[config.mk]
export PLATFORM = sky130hd
export DESIGN_NAME = sps_queue
export DESIGN_NICKNAME = d
export VERILOG_FILES = /design/src/sv/sps_pkg.sv /design/src/sv/sps_queue.sv
export SDC_FILE = /design/constraint.sdc
export NUM_CORES = 1
export LEC_CHECK = 0
export BUFFER_PORTS_ARGS = -buffer_cell sky130_fd_sc_hd__buf_2
export CORE_ASPECT_RATIO = 0.75
export CORE_MARGIN = 1.5
export CORE_UTILIZATION = 47
export CTS_CLUSTER_SIZE = 40
export DETAILED_ROUTE_END_ITERATION = 8
export PLACE_DENSITY = 0.82
export SYNTH_ARGS = -nofsm -noshare
export SYNTH_HDL_FRONTEND = slang
export SYNTH_SLANG_ARGS = --single-unit
[constraint.sdc]
create_clock -name clock -period 5.26 [get_ports clock]
set_clock_uncertainty 0.15 [all_clocks]
set_input_delay 0.263 -clock clock [delete_from_list [all_inputs] [get_ports clock]]
set_output_delay 0.263 -clock clock [all_outputs]
set_load 0.03 [all_outputs]
[src/sv/sps_pkg.sv]
`timescale 1ns / 1ps

package sps_pkg;

   // scratchpad geometry
   localparam int MEM_BYTES = 16384;
   localparam int LANES     = 8;
   localparam int LANE_W    = 3;
   localparam int OFF_W     = $clog2(MEM_BYTES);
   localparam int ROW_W     = OFF_W - LANE_W;
   localparam int ROWS      = (MEM_BYTES + LANES - 1) / LANES;

   localparam int ADDR_W = 32;
   localparam int DATA_W = 64;
   localparam int SPAN_W = ADDR_W + 1;

   // front/back queue
   localparam int QDEPTH = 2;
   localparam int QPTR_W = 1;
   localparam int QCNT_W = 2;

   // register file
   localparam int CSR_ADDR_W = 3;
   localparam int CSR_DATA_W = 32;
   localparam logic REG_BASE_ADDRESS = 1'b0;

   // command and size codes
   localparam logic CMD_READ  = 1'b0;
   localparam logic CMD_WRITE = 1'b1;

   localparam logic [1:0] WC_1B = 2'd0;
   localparam logic [1:0] WC_2B = 2'd1;
   localparam logic [1:0] WC_4B = 2'd2;
   localparam logic [1:0] WC_8B = 2'd3;

   typedef struct packed {
      logic                  ok;
      logic                  wr;
      logic [1:0]            code;
      logic [LANE_W-1:0]     lane;
      logic [ROW_W-1:0]      row;
      logic [LANES-1:0]      en;
      logic [DATA_W-1:0]     wdata;   // bytes already placed on their banks
   } qent_type;

   typedef struct packed {
      logic q_full;
      logic clearing;
   } fstat_type;

   function automatic logic [LANES-1:0] byte_mask(input logic [1:0] code);
      logic [LANES-1:0] m;
      case (code)
         WC_1B:   m = 8'h01;
         WC_2B:   m = 8'h03;
         WC_4B:   m = 8'h0f;
         WC_8B:   m = 8'hff;
         default: m = 8'h00;
      endcase
      return m;
   endfunction

   function automatic logic [3:0] span_len(input logic [1:0] code);
      logic [3:0] n;
      case (code)
         WC_1B:   n = 4'd1;
         WC_2B:   n = 4'd2;
         WC_4B:   n = 4'd4;
         WC_8B:   n = 4'd8;
         default: n = 4'd0;
      endcase
      return n;
   endfunction

endpackage

[src/sv/sps_queue.sv]
`timescale 1ns / 1ps

module sps_queue (
   input  logic               clock,
   input  logic               reset,
   input  logic               push,
   input  sps_pkg::qent_type  push_ent,
   input  logic               pop,
   output logic               empty,
   output logic               full,
   output sps_pkg::qent_type  head
);
   import sps_pkg::*;

   qent_type          slot_ff [QDEPTH];
   logic [QPTR_W-1:0] wptr_ff, wptr_in;
   logic [QPTR_W-1:0] rptr_ff, rptr_in;
   logic [QCNT_W-1:0] cnt_ff, cnt_in;
   logic              do_pop;

   assign empty  = (cnt_ff == '0);
   assign full   = (cnt_ff == QCNT_W'(QDEPTH));
   assign head   = slot_ff[rptr_ff];
   assign do_pop = pop & ~empty;

   always_comb begin
      wptr_in = push   ? wptr_ff + 1'b1 : wptr_ff;
      rptr_in = do_pop ? rptr_ff + 1'b1 : rptr_ff;
      cnt_in  = cnt_ff + QCNT_W'(push) - QCNT_W'(do_pop);
   end

   always_ff @(posedge clock) begin
      if (reset) begin
         wptr_ff <= '0;
         rptr_ff <= '0;
         cnt_ff  <= '0;
      end else begin
         wptr_ff <= wptr_in;
         rptr_ff <= rptr_in;
         cnt_ff  <= cnt_in;
      end
      if (push) begin
         slot_ff[wptr_ff] <= push_ent;
      end
   end

   a_no_overflow: assert property (@(posedge clock) disable iff (reset)
      full & ~do_pop |-> ~push)
      else $error("queue push while full");

endmodule

==> results.yml <==
grt:
  grt_pass1_wl_um: 21100
  pin_count_of_the_biggest_net_entering_global_routing: 91
  grt_antenna_before_repair: 0
  overflow: 0
  first_global_vias: 4160
  groute.usage.overall_pct: 17.6
sta:
  setup_ws_ps: 2510
  slew_headroom_pct: 20.0
  finalHoldWorstSlack_ps: 27.2
  worst_margin_pin_slew_ps: 1200
  number_of_pins_with_negative_max_slew_slack_in_the_final_report: 0
  unrepaired_setup_endpoints_after_global_routing: "false"
  finalWorstPathRequiredPeriod_ps: 2750
  max_clock_freq_mhz: 364
  final-hold-violation-count: 0
  setup_viol: 0
  final.setup.tns_ps: 0
  final_min_period_over_clock_period_pct: 52.2
routing:
  routed_wl_per_cell_um: 17.3
  antenna_left: 0
  vias: 3809
  drt-pass1-iter-count: 4
  post_drt_via_cell_ratio: 4.73
  detail_route.drc_violations: 0
  drt_iter0_markers: 199
  wirelength_um: 13900
clocking:
  cts.reportedPaths.clkPinSlew_ps: 70
  post-cts-setup-buffers: 0
  clock_path_buffers: 2
  tritoncts_clock_tree: "yes"
  numClockSinks: 185
  cts_inserted_buffers: 17
  clockRootBuffer: "sky130_fd_sc_hd__clkbuf_16"
  cts_max_level: 4
  clock_insertion_delay_worst_skew_ps: 420
run_status:
  outcome: "completed"
placed_design:
  io_buffers: 185
  finalWeightedCongestion: 0.704
  post_dp_cell_area_um2: 8220
  worst_slack_placed_ps: 2950
  place.detailed.hpwl_um: 8260
floorplanning:
  die_y_um: 110
  design.core.area_um2: 14700
  die_width_um: 146
  io_pins: 186
  die-area_um2: 16100
  floorplan.initialDensity_pct: 48.9
  placementRows: 38
synth:
  synth-seq-area-share_pct: 76.6
  yosys.area.top_type: "sky130_fd_sc_hd__edfxtp_1"
  synthesis.nets: 399
  synth_top_family_by_area: "multiplexers"
  muxShareOfSynthArea_pct: 19.1
  yosys.area_share.simple_pct: 0.644
  mappedNetlistArea_um2: 7190
  yosys.area_share.adder_pct: 0.348
  synth_xor_area_share_pct: 0.435
  postSynthCellCount: 303
  yosys-top-cells-area: "sky130_fd_sc_hd__edfxtp_1 75%, sky130_fd_sc_hd__mux2_4 19%, sky130_fd_sc_hd__buf_12 2.5%"
  synth_warnings: 0
  yosys.area.top_type_share_pct: 75.2
  ys_types: 14
  syn-mean-instance-area_um2: 23.7
  postSynthRegisterBits: 185
  compound_gate_fraction_of_synth_area_pct: 0.104
setup_path:
  cp.required_ps: 4850
  rr_endpoint: "slot_ff[1][35]"
  crit_path_max_fo: 39
  worstSetupEndpointType: "primary output"
  criticalPathCategory: "reg2out"
  worst-r2r-setup-slack_ps: 3050
  r2r.worst_path.cells: 2
  category_of_the_worst_setup_path_launch_point: "flip-flop"
  timing.critical_path.arrival_ps: 2330
  crit-reg2reg-launch: "wptr_ff"
pwr:
  power.switching_mw: 1.19
  ir_worst_vdd_uv: 264
  switching_share_pct: 29.8
  power_frac_seq_pct: 44.8
  combPwrFrac_pct: 27.4
  power.leakage_nw: 3.84
  pwr_density_cell_nw_per_um2: 416
  report.power.total_mw: 4.01
  power_frac_clock_pct: 27.8
  p_int_mw: 2.81
final_layout:
  insertedDiodeCount: 0
  design.final.nets: 688
  synthToLayoutAreaGrowth_pct: 34.1
  drive_gt1_share_pct: 51.2
  final_cell_area_um2: 9640
  layout.cells.most_common_list: "185 x sky130_fd_sc_hd__buf_2, 180 x sky130_fd_sc_hd__edfxtp_1, 91 x sky130_fd_sc_hd__dlygate4sd3_1"
  layout_commonest_cell: "sky130_fd_sc_hd__buf_2"
flow_run:
  drv.max_cap_violation_count: 0
worst_hold_path:
  min-delay-start: "push"
  worstHoldEndpoint: "wptr_ff"
  whs_path_depth: 3
  hold_class: "in2reg"
-- registers in the layout, summed over array words and instances, names as in the netlist, named ones only --
| name | cells |
|---|---|
| cnt_ff | 2 |
| rptr_ff | 1 |
| slot_ff | 180 |
| wptr_ff | 1 |
-- Yosys cell counts --
master and instances:
sky130_fd_sc_hd__buf_12 9, sky130_fd_sc_hd__mux2_2 2, sky130_fd_sc_hd__dfxtp_1 5, sky130_fd_sc_hd__inv_1 2, sky130_fd_sc_hd__nor2b_1 4, sky130_fd_sc_hd__mux2_4 90
sky130_fd_sc_hd__nor2_1 4, sky130_fd_sc_hd__ha_1 2, sky130_fd_sc_hd__and2_1 1, sky130_fd_sc_hd__xnor3_1 1, sky130_fd_sc_hd__buf_6 1, sky130_fd_sc_hd__o21a_1 1
sky130_fd_sc_hd__xnor2_1 1, sky130_fd_sc_hd__edfxtp_1 180
-- critical path, cell delays in order (launching register included) --
cell and delay [ps]:
sky130_fd_sc_hd__dfxtp_4 660, sky130_fd_sc_hd__buf_4 670, sky130_fd_sc_hd__mux2_4 360, sky130_fd_sc_hd__buf_2 180
-- worst max-delay path by stage --
stage / endpoint / cells past startpoint / slack [ps]
3_5_place_dp: head[35] / 3 / 2950
6_report: head[35] / 3 / 2510
2_1_floorplan: slot_ff[0][0] / 1 / 240
4_1_cts: head[35] / 3 / 2490
5_1_grt: head[35] / 3 / 2420
3_3_place_gp: head[45] / 3 / 2980
-- layout make-up --
| cell class | instances | area [um2] |
|---|---|---|
| clock buffers | 18 | 429 |
| clock inverters | 14 | 81.3 |
| fillers | 977 | 5050 |
| inverters | 2 | 7.51 |
| multi-input cells | 106 | 1490 |
| flip-flops and latches | 185 | 5510 |
| well taps | 200 | 250 |
| repair buffers | 280 | 1870 |
-- per-stage QoR --
step	util [%]	instances
floorplan	-	303
CTS	65.6	805
global placement	55.9	682
finish	65.6	805
detailed placement	55.9	682
global route	65.6	805
-- metal layers --
layer / GRT usage (%) / up-vias / routed length, um
li1: - / 1767 / -
met1: 20.4 / 1872 / 5710
met2: 31.1 / 155 / 7120
met3: 5.84 / 15 / 950
met4: 5.90 / 0 / 153
met5: 0 / - / 0
-- power by group through the flow --
stage | Clock (mW) | Sequential [mW] | Combinational, mW
global route | 1.19 | 1.81 | 1.15
detailed placement | 0 | 1.83 | 1.04
global placement | 0 | 1.82 | 1.02
floorplan | 0 | 1.79 | 0.907
finish | 1.11 | 1.80 | 1.10
CTS | 1.13 | 1.80 | 1.10
-- logic make-up (layout without fill, tap and decap cells) --
group / Yosys count / after routing
simple gates: 9 / 9
flops: 185 / 185
xor+xnor: 2 / 2
mux: 92 / 92
fa+ha+maj: 2 / 2
compound gates: 1 / 1
buf+inv: 12 / 314
-- repair_timing --
action	in CTS	in global routing
resized for setup	0	0
hold buffers	91	0
endpoints found under the hold margin	183	0
Note: power is estimated with default switching activity, not from simulation.
