## src/sv/sps_pkg.sv

```systemverilog
`timescale 1ns / 1ps

package sps_pkg;

   // scratchpad geometry
   localparam int MEM_BYTES = 16384;
   localparam int LANES     = 8;
   localparam int LANE_W    = 3;
   localparam int OFF_W     = $clog2(MEM_BYTES);
   localparam int ROW_W     = OFF_W - LANE_W;
   localparam int ROWS      = (MEM_BYTES + LANES - 1) / LANES;

   localparam int ADDR_W = 32;
   localparam int DATA_W = 64;
   localparam int SPAN_W = ADDR_W + 1;

   // front/back queue
   localparam int QDEPTH = 2;
   localparam int QPTR_W = 1;
   localparam int QCNT_W = 2;

   // register file
   localparam int CSR_ADDR_W = 3;
   localparam int CSR_DATA_W = 32;
   localparam logic REG_BASE_ADDRESS = 1'b0;

   // command and size codes
   localparam logic CMD_READ  = 1'b0;
   localparam logic CMD_WRITE = 1'b1;

   localparam logic [1:0] WC_1B = 2'd0;
   localparam logic [1:0] WC_2B = 2'd1;
   localparam logic [1:0] WC_4B = 2'd2;
   localparam logic [1:0] WC_8B = 2'd3;

   typedef struct packed {
      logic                  ok;
      logic                  wr;
      logic [1:0]            code;
      logic [LANE_W-1:0]     lane;
      logic [ROW_W-1:0]      row;
      logic [LANES-1:0]      en;
      logic [DATA_W-1:0]     wdata;   // bytes already placed on their banks
   } qent_type;

   typedef struct packed {
      logic q_full;
      logic clearing;
   } fstat_type;

   function automatic logic [LANES-1:0] byte_mask(input logic [1:0] code);
      logic [LANES-1:0] m;
      case (code)
         WC_1B:   m = 8'h01;
         WC_2B:   m = 8'h03;
         WC_4B:   m = 8'h0f;
         WC_8B:   m = 8'hff;
         default: m = 8'h00;
      endcase
      return m;
   endfunction

   function automatic logic [3:0] span_len(input logic [1:0] code);
      logic [3:0] n;
      case (code)
         WC_1B:   n = 4'd1;
         WC_2B:   n = 4'd2;
         WC_4B:   n = 4'd4;
         WC_8B:   n = 4'd8;
         default: n = 4'd0;
      endcase
      return n;
   endfunction

endpackage

```

## src/sv/sps_front.sv

```systemverilog
`timescale 1ns / 1ps

module sps_front (
   input  logic                        clock,
   input  logic                        reset,
   input  logic                        start,
   output logic                        busy,
   input  logic                        req_cmd,
   input  logic [1:0]                  req_width_code,
   input  logic [sps_pkg::ADDR_W-1:0]  req_address,
   input  logic [sps_pkg::DATA_W-1:0]  req_write_data,
   input  logic [sps_pkg::ADDR_W-1:0]  base_address,
   input  sps_pkg::fstat_type          stat,
   output logic                        push,
   output sps_pkg::qent_type           push_ent
);
   import sps_pkg::*;

   logic              f_v_ff, f_v_in;
   logic              f_cmd_ff;
   logic [1:0]        f_code_ff;
   logic [ADDR_W-1:0] f_addr_ff;
   logic [DATA_W-1:0] f_wdata_ff;

   logic              accept;
   logic              below;
   logic [ADDR_W-1:0] diff;
   logic [SPAN_W-1:0] span_end;
   logic              in_window;
   logic [LANE_W-1:0] lane;
   logic [LANES-1:0]  mask;

   // front register stalls only if the queue is full; busy is also high while clearing
   assign busy   = stat.clearing | (f_v_ff & stat.q_full);
   assign accept = start & ~busy;
   assign push   = f_v_ff & ~stat.q_full;
   assign f_v_in = accept | (f_v_ff & stat.q_full);

   always_ff @(posedge clock) begin
      if (reset) begin
         f_v_ff <= 1'b0;
      end else begin
         f_v_ff <= f_v_in;
      end
      if (accept) begin
         f_cmd_ff   <= req_cmd;
         f_code_ff  <= req_width_code;
         f_addr_ff  <= req_address;
         f_wdata_ff <= req_write_data;
      end
   end

   // window check: base <= addr and (addr - base) + len <= MEM_BYTES
   assign below     = f_addr_ff < base_address;
   assign diff      = f_addr_ff - base_address;
   assign span_end  = {1'b0, diff} + SPAN_W'(span_len(f_code_ff));
   assign in_window = ~below & (span_end <= SPAN_W'(MEM_BYTES));
   assign lane      = diff[LANE_W-1:0];
   assign mask      = byte_mask(f_code_ff);

   always_comb begin
      logic [LANE_W-1:0] src;
      push_ent.ok   = in_window;
      push_ent.wr   = (f_cmd_ff == CMD_WRITE);
      push_ent.code = f_code_ff;
      push_ent.lane = lane;
      push_ent.row  = diff[OFF_W-1:LANE_W];
      push_ent.en   = '0;
      push_ent.wdata = '0;
      for (int b = 0; b < LANES; b++) begin
         src = LANE_W'(b) - lane;
         push_ent.en[b] = mask[src] & in_window;
         push_ent.wdata[b*8 +: 8] = f_wdata_ff[src*8 +: 8];
      end
   end

endmodule

```

## config.mk

```make
export PLATFORM = sky130hd
export DESIGN_NAME = sps_front
export DESIGN_NICKNAME = d
export VERILOG_FILES = /design/src/sv/sps_pkg.sv /design/src/sv/sps_front.sv
export SDC_FILE = /design/constraint.sdc
export NUM_CORES = 1
export LEC_CHECK = 0
export BUFFER_PORTS_ARGS = -buffer_cell sky130_fd_sc_hd__buf_2
export CORE_MARGIN = 5
export CORE_UTILIZATION = 59
export CTS_CLUSTER_SIZE = 12
export DETAILED_ROUTE_END_ITERATION = 8
export GPL_TIMING_DRIVEN = 0
export HOLD_SLACK_MARGIN = 0.08
export PLACE_DENSITY = 0.88
export RECOVER_POWER = 100
export SYNTH_ARGS = -nofsm -noshare
export SYNTH_HDL_FRONTEND = slang
export SYNTH_SLANG_ARGS = --single-unit
export TNS_END_PERCENT = 50
```

## constraint.sdc

```tcl
create_clock -name clock -period 14.4 [get_ports clock]
set_input_delay 2.16 -clock clock [delete_from_list [all_inputs] [get_ports clock]]
set_output_delay 2.16 -clock clock [all_outputs]
set_load 0.02 [all_outputs]
```

==> results of run 1 <==
==> path summary, 6_finish.rpt <==
path,start,to,slack (ns),cells after the start
worst max-delay path,base_address[0],push_ent[68],3.48,19
worst min-delay path,f_v_ff,f_v_ff,0.56,2
worst max register to register,f_v_ff,f_addr_ff[18],8.95,3
worst min register to register,f_v_ff,f_v_ff,0.56,2
==> state kept, by name (all words and copies together), names as in the netlist <==
name,count
f_code_ff,2
f_addr_ff,32
f_wdata_ff,64
f_v_ff,1
f_cmd_ff,1
==> tightest hold or removal path, cell delays in order, from the launching register on <==
cell and delay [ns]:
dfxtp_1 0.37, a21oi_1 0.08, nor2_1 0.08
==> power groups by stage <==
stage / clock [mW] / combinational (mW) / sequential, mW
6_report: 0.264 / 0.537 / 0.348
5_1_grt: 0.275 / 0.571 / 0.348
4_1_cts: 0.265 / 0.547 / 0.345
3_5_place_dp: 0 / 0.542 / 0.351
3_3_place_gp: 0 / 0.527 / 0.352
2_1_floorplan: 0 / 0.380 / 0.349
==> cells in the mapped netlist, drive strengths merged, types with 4 or more instances <==
cell type,number,area share [%]
o21a,4,0.34
nand2,88,3.8
nor3,20,1.3
xor2,6,0.60
nand3,10,0.57
clkbuf,25,1.1
a21o,10,0.88
mux2i,8,0.92
o21ai,32,1.8
mux2,50,6.5
xnor2,22,2.3
edfxtp,99,34
a211oi,10,1.0
nor4,16,1.6
or3,7,0.56
inv,48,2.1
o211ai,7,0.60
a22oi,5,0.43
a21boi,4,0.34
and2,10,0.72
nand4,18,1.6
nor2,41,1.8
nor2b,6,0.43
and3,10,0.79
buf,20,1.2
a21oi,55,3.3
mux4,64,17
and4,7,0.70
or2,6,0.43
ha,39,5.6
==> cell families after synthesis <==
family | count (synthesis) | synth area share, %
fa+ha+maj | 43 | 6.28
compound gates | 161 | 12.6
mux | 122 | 23.9
xor+xnor | 28 | 2.90
flops | 100 | 34.3
simple gates | 253 | 15.6
buf+inv | 93 | 4.36
==> metal layers <==
metal  wire (µm)  vias to the layer above  share of wire (%)
met5           0                        -                  0
met4        1380                        0                4.9
met3        3350                      121                 12
met2       13800                      624                 50
met1        9290                     3839                 33
li1            -                     3610                  -
==> cell type report <==
type	instances	area [µm²]
inverters	48	180
fillers	1084	4260
diodes	1	2.50
clock inverters	7	92.6
repair buffers	228	1040
multi-input cells	607	5310
clock buffers	9	225
plain buffers	45	200
well taps	184	230
flip-flops and latches	100	2990
==> stage by stage <==
step | worst slack, ns | cell area (µm²) | power [mW] | hold WS [ns] | utilization [%]
4_1_cts | 4.08 | 10400 | 1.16 | 0.562 | 71.8
5_1_grt | 3.33 | 10300 | 1.19 | 0.620 | 70.7
3_5_place_dp | 4.15 | 10100 | 0.893 | 0.546 | 69.6
2_1_floorplan | 5.58 | 8720 | 0.728 | 0.471 | -
6_report | 3.48 | 10300 | 1.15 | 0.560 | 70.7
3_3_place_gp | 4.12 | 10100 | 0.878 | 0.490 | 69.4
==> impl_metrics.ini, run 1 <==
[timing]
fin_crit_ns = 10.92
rsz0062_at_grt = no
hold_viol_final = 0
tightestPinTransition_ns = 3.07
setup_tns_ns = 0
skew_ns = 0.0120
finalSetupViolations = 0
fmax_mhz = 91.6
slew_headroom_pct = -105
finalMaxSlewViolations = 114
finalCritPeriodShare_pct = 75.8

[setup_path]
cpMostUsedCell = clkbuf_1
worstSetupStartpointType = input port
path_buf_inv = 6
crit_family = simple AND/OR/NAND/NOR gates
cp_cell_sequence = buf_2 > ha_1 > inv_1 > fa_1 > xnor2_1 > inv_1 > clkbuf_1 > clkbuf_1 > ha_1 > a21o_1 > a21oi_1 > nor3_1 > a32oi_1 > a2111oi_0 > a41oi_1 > nor4_4 > nand4_1 > nor4_1 > clkbuf_1
critPathMaxStageDelay_ns = 0.79
crit_required_ns = 12.24
slowest_stage = a2111oi_0
crit_type = input port to output port
cp.arrival_ns = 8.76
critPathMaxFanout = 11
cp-end-kind = output port

[floorplan]
io_pins = 228
core_mm2 = 0.0145
start_util_pct = 60.0
dieWidth_um = 132
die-area_mm2 = 0.0173
die_height_um = 132
row_count = 44

[run]
max-cap-violations = 3

[clock_network]
cts_setup_buffers = 0
cts_resized = 0
cts_root_buf = clkbuf_16
cts.sinks = 100
htreeDepth = 3
cts-buffers-inserted = 9
cts_tree = done
cts_hold_buf = 0
clock_latency_ns = 0.36
clk_pin_slew_ns = 0.08
clockBufferDepth = 2

[route]
firstDrtPassIters = 5
dr.first_iter.drc_count = 760
drc = 0
viasPerCell = 6.67
wl_per_cell_um = 22.7
ant_nets = 0
routed_wl_um = 27800
vias = 8194

[pwr]
internal_power_uw = 679
p_seq_share_pct = 30.2
clock_power_share_pct = 23.0
comb_power_share_pct = 46.8
p_sw_share_pct = 41.0
power.density_mw_per_mm2 = 112
p_leak_nw = 4.02
ir_drop_mv = 0.103
p_switching_uw = 471

[global_route]
grt_pass1_wl_um = 43200
use_met2_pct = 54.4
met1_usage_pct = 35.6
grt_max_degree = 52
grt_pass1_vias = 8160
grt_use_met3_pct = 9.14
groute.usage.overall_pct = 31.3
gr-total-overflow = 0
busiest_layer = met2
grt_antenna_before_repair = 1

[placement]
dp.cells = 1212
io_buffers = 227
gp_congestion = 0.895
hpwl_um = 21400

[synth]
ys_seq_elements = 100
seq_area_frac_synth_pct = 34.3
avgSynthCellArea_um2 = 10.9
synth_flop_cell = edfxtp_1
synthCells = 800
synth_nets = 977
yosys.cell_types.count = 82
netlist_area_mm2 = 0.00872
async_flop_share_pct = 0
yosysWarnings = 0
synth-edff-count = 99

[layout]
layout.cells.non_filler = 1229
final_cell_mix = buf_2, clkbuf_1, edfxtp_1
area_growth_pct = 17.8
final_layout_size_suffix_gt1_share_pct = 28.8
final_common_cell = buf_2
final_net_count = 1216

[hold_path]
hold_path.class = flop to flop

[status]
status = complete, but fails checks
violations = capacitance limit, slew limit
No activity file was read; power rests on OpenSTA's default activity.
==> run 2, diff against run 1 <==
--- a/config.mk
+++ b/config.mk
@@ -7,12 +7,12 @@
 export LEC_CHECK = 0
 export BUFFER_PORTS_ARGS = -buffer_cell sky130_fd_sc_hd__buf_2
 export CORE_MARGIN = 5
-export CORE_UTILIZATION = 59
+export CORE_UTILIZATION = 49
 export CTS_CLUSTER_SIZE = 12
 export DETAILED_ROUTE_END_ITERATION = 8
 export GPL_TIMING_DRIVEN = 0
 export HOLD_SLACK_MARGIN = 0.08
-export PLACE_DENSITY = 0.88
+export PLACE_DENSITY = 0.78
 export RECOVER_POWER = 100
 export SYNTH_ARGS = -nofsm -noshare
 export SYNTH_HDL_FRONTEND = slang
==> constraint.sdc (replaced) <==
create_clock -name clock -period 9.66 [get_ports clock]
set_input_delay 1.449 -clock clock [delete_from_list [all_inputs] [get_ports clock]]
set_output_delay 1.449 -clock clock [all_outputs]
set_load 0.02 [all_outputs]
==> run 2 against run 1 <==
- register-to-register slack worse by 4.8 ns
- sequential share of layout area decreased by 0.081 points
- routed wire length shrank 3.7%
- cell count grew 3.3%
- the flow still finishes with violations (capacitance limit, slew limit)
==> impl_metrics.ini, run 2 (synthesized netlist as in run 1, its figures left out) <==
[placement]
gp_congestion = 0.906
io_buffers = 227
hpwl_um = 21200

[layout]
final_layout_size_suffix_gt1_share_pct = 29.5
final_net_count = 1216
area_growth_pct = 18.1
register_area_mm2 = 0.00299
final_cell_mix = buf_2, clkbuf_1, edfxtp_1
fillers = 1477
diodes = 0
largest_reg_flops = 64
final_common_cell = buf_2
top_regs = f_wdata_ff x64, f_addr_ff x32, f_code_ff x2
multi_input_area_mm2 = 0.00532
top_register = f_wdata_ff

[timing]
rsz0062_at_grt = no
finalMaxSlewViolations = 103
slew_headroom_pct = -118
finalCritPeriodShare_pct = 91.4
tightestPinTransition_ns = 3.26
fin_crit_ns = 8.83
setup_tns_ns = 0
fmax_mhz = 113
skew_ns = 0.00934
hold_viol_final = 0
finalSetupViolations = 0
hold_ws_ns = 0.555

[global_route]
groute.usage.overall_pct = 25.8
grt_antenna_before_repair = 3
gr-total-overflow = 0
grt_pass1_wl_um = 41000
grt_pass1_vias = 7737
grt_max_degree = 56

[status]
status = complete, but fails checks
violations = capacitance limit, slew limit

[hold_path]
hold_path.class = flop to flop

[clock_network]
cts-buffers-inserted = 9
cts_resized = 0
cts_root_buf = clkbuf_16
clockBufferDepth = 2
htreeDepth = 3
cts_setup_buffers = 0
clock_latency_ns = 0.35
cts_hold_buf = 0
cts.sinks = 100
clk_pin_slew_ns = 0.08
cts_tree = done

[floorplan]
row_count = 48
core_mm2 = 0.0174
start_util_pct = 50.3
die-area_mm2 = 0.0206
dieWidth_um = 143
die_height_um = 143
io_pins = 228

[setup_path]
critPathMaxFanout = 11
cpMostUsedCell = clkbuf_1
crit_required_ns = 8.21
cp.arrival_ns = 7.38
worstSetupStartpointType = input port
crit_type = input port to output port
cp_cell_sequence = buf_2 > ha_1 > inv_1 > fa_1 > xnor2_1 > inv_1 > clkbuf_1 > clkbuf_1 > ha_1 > a21o_1 > a21oi_1 > nor3_1 > a32oi_1 > a2111oi_0 > a41oi_1 > nor4_1 > nand4_4 > nor4_1 > clkbuf_1
critPathMaxStageDelay_ns = 0.71
cp-end-kind = output port
slowest_stage = a2111oi_0

[pwr]
p_switching_uw = 687
p_seq_share_pct = 30.9
internal_power_uw = 985
power.density_mw_per_mm2 = 162
p_leak_nw = 4.01
p_sw_share_pct = 41.1
ir_drop_mv = 0.127
clock_power_share_pct = 21.7
comb_power_share_pct = 47.4

[route]
dr_wl_met2_um = 13500
vias = 7827
dr.first_iter.drc_count = 679
viasPerCell = 6.17
drt-met1-wl_um = 9780
ant_nets = 0
routed-wl-met3_um = 2480
topRoutingLayerUsed = met5
routed_wl_um = 26800
wl_per_cell_um = 21.1
drc = 0
firstDrtPassIters = 5

[run]
max-cap-violations = 2
-- run 2: metal layers --
| layer | vias to the layer above | GRT usage [%] |
|---|---|---|
| met5 | - | 0 |
| met4 | 6 | 10.5 |
| met3 | 82 | 7.82 |
| met2 | 391 | 44.3 |
| met1 | 3759 | 30.1 |
| li1 | 3589 | - |
-- run 2: area by class of cell --
cell class,count,share of cell area (%)
repair buffers,228,10.1
clock buffers,9,2.19
flip-flops and latches,100,29.1
well taps,225,2.73
multi-input cells,607,51.6
inverters,48,1.75
clock inverters,7,0.656
plain buffers,45,1.93
-- run 2: power by group through the flow --
stage / registers, mW / clock network, mW / logic (mW)
floorplan: 0.520 / 0 / 0.566
finish: 0.517 / 0.362 / 0.792
CTS: 0.514 / 0.366 / 0.816
detailed placement: 0.524 / 0 / 0.811
global route: 0.519 / 0.386 / 0.848
global placement: 0.525 / 0 / 0.797
-- run 2: final timing paths --
path                                      start              to  cells after the start  slack [ns]
worst min register to register           f_v_ff          f_v_ff                      2        0.56
worst min-delay path                     f_v_ff          f_v_ff                      2        0.56
worst max register to register           f_v_ff  f_wdata_ff[30]                      3        4.19
worst max-delay path            base_address[0]    push_ent[71]                     19        0.83
-- run 2: through the flow --
step / setup WS, ns / cells / area (µm²) / utilization [%] / total power [mW]
6_report: 0.830 / 1269 / 10300 / 59.3 / 1.67
5_1_grt: 0.445 / 1269 / 10300 / 59.3 / 1.75
4_1_cts: 1.08 / 1269 / 10500 / 60.3 / 1.70
3_5_place_dp: 1.15 / 1253 / 10200 / 58.6 / 1.33
3_3_place_gp: 1.14 / 1252 / 10100 / 58.4 / 1.32
2_1_floorplan: 2.27 / 800 / 8720 / - / 1.09
-- run 2: worst max-delay path, delay by kind of cell --
| family | cells | cell delay, ns |
|---|---|---|
| xor gates and xnor gates | 1 | 0.43 |
| AOI/OAI and AO/OA | 5 | 1.36 |
| buffers and inverters | 6 | 1.41 |
| and+or+nand+nor | 4 | 1.64 |
| adders and majority gates | 3 | 1.07 |
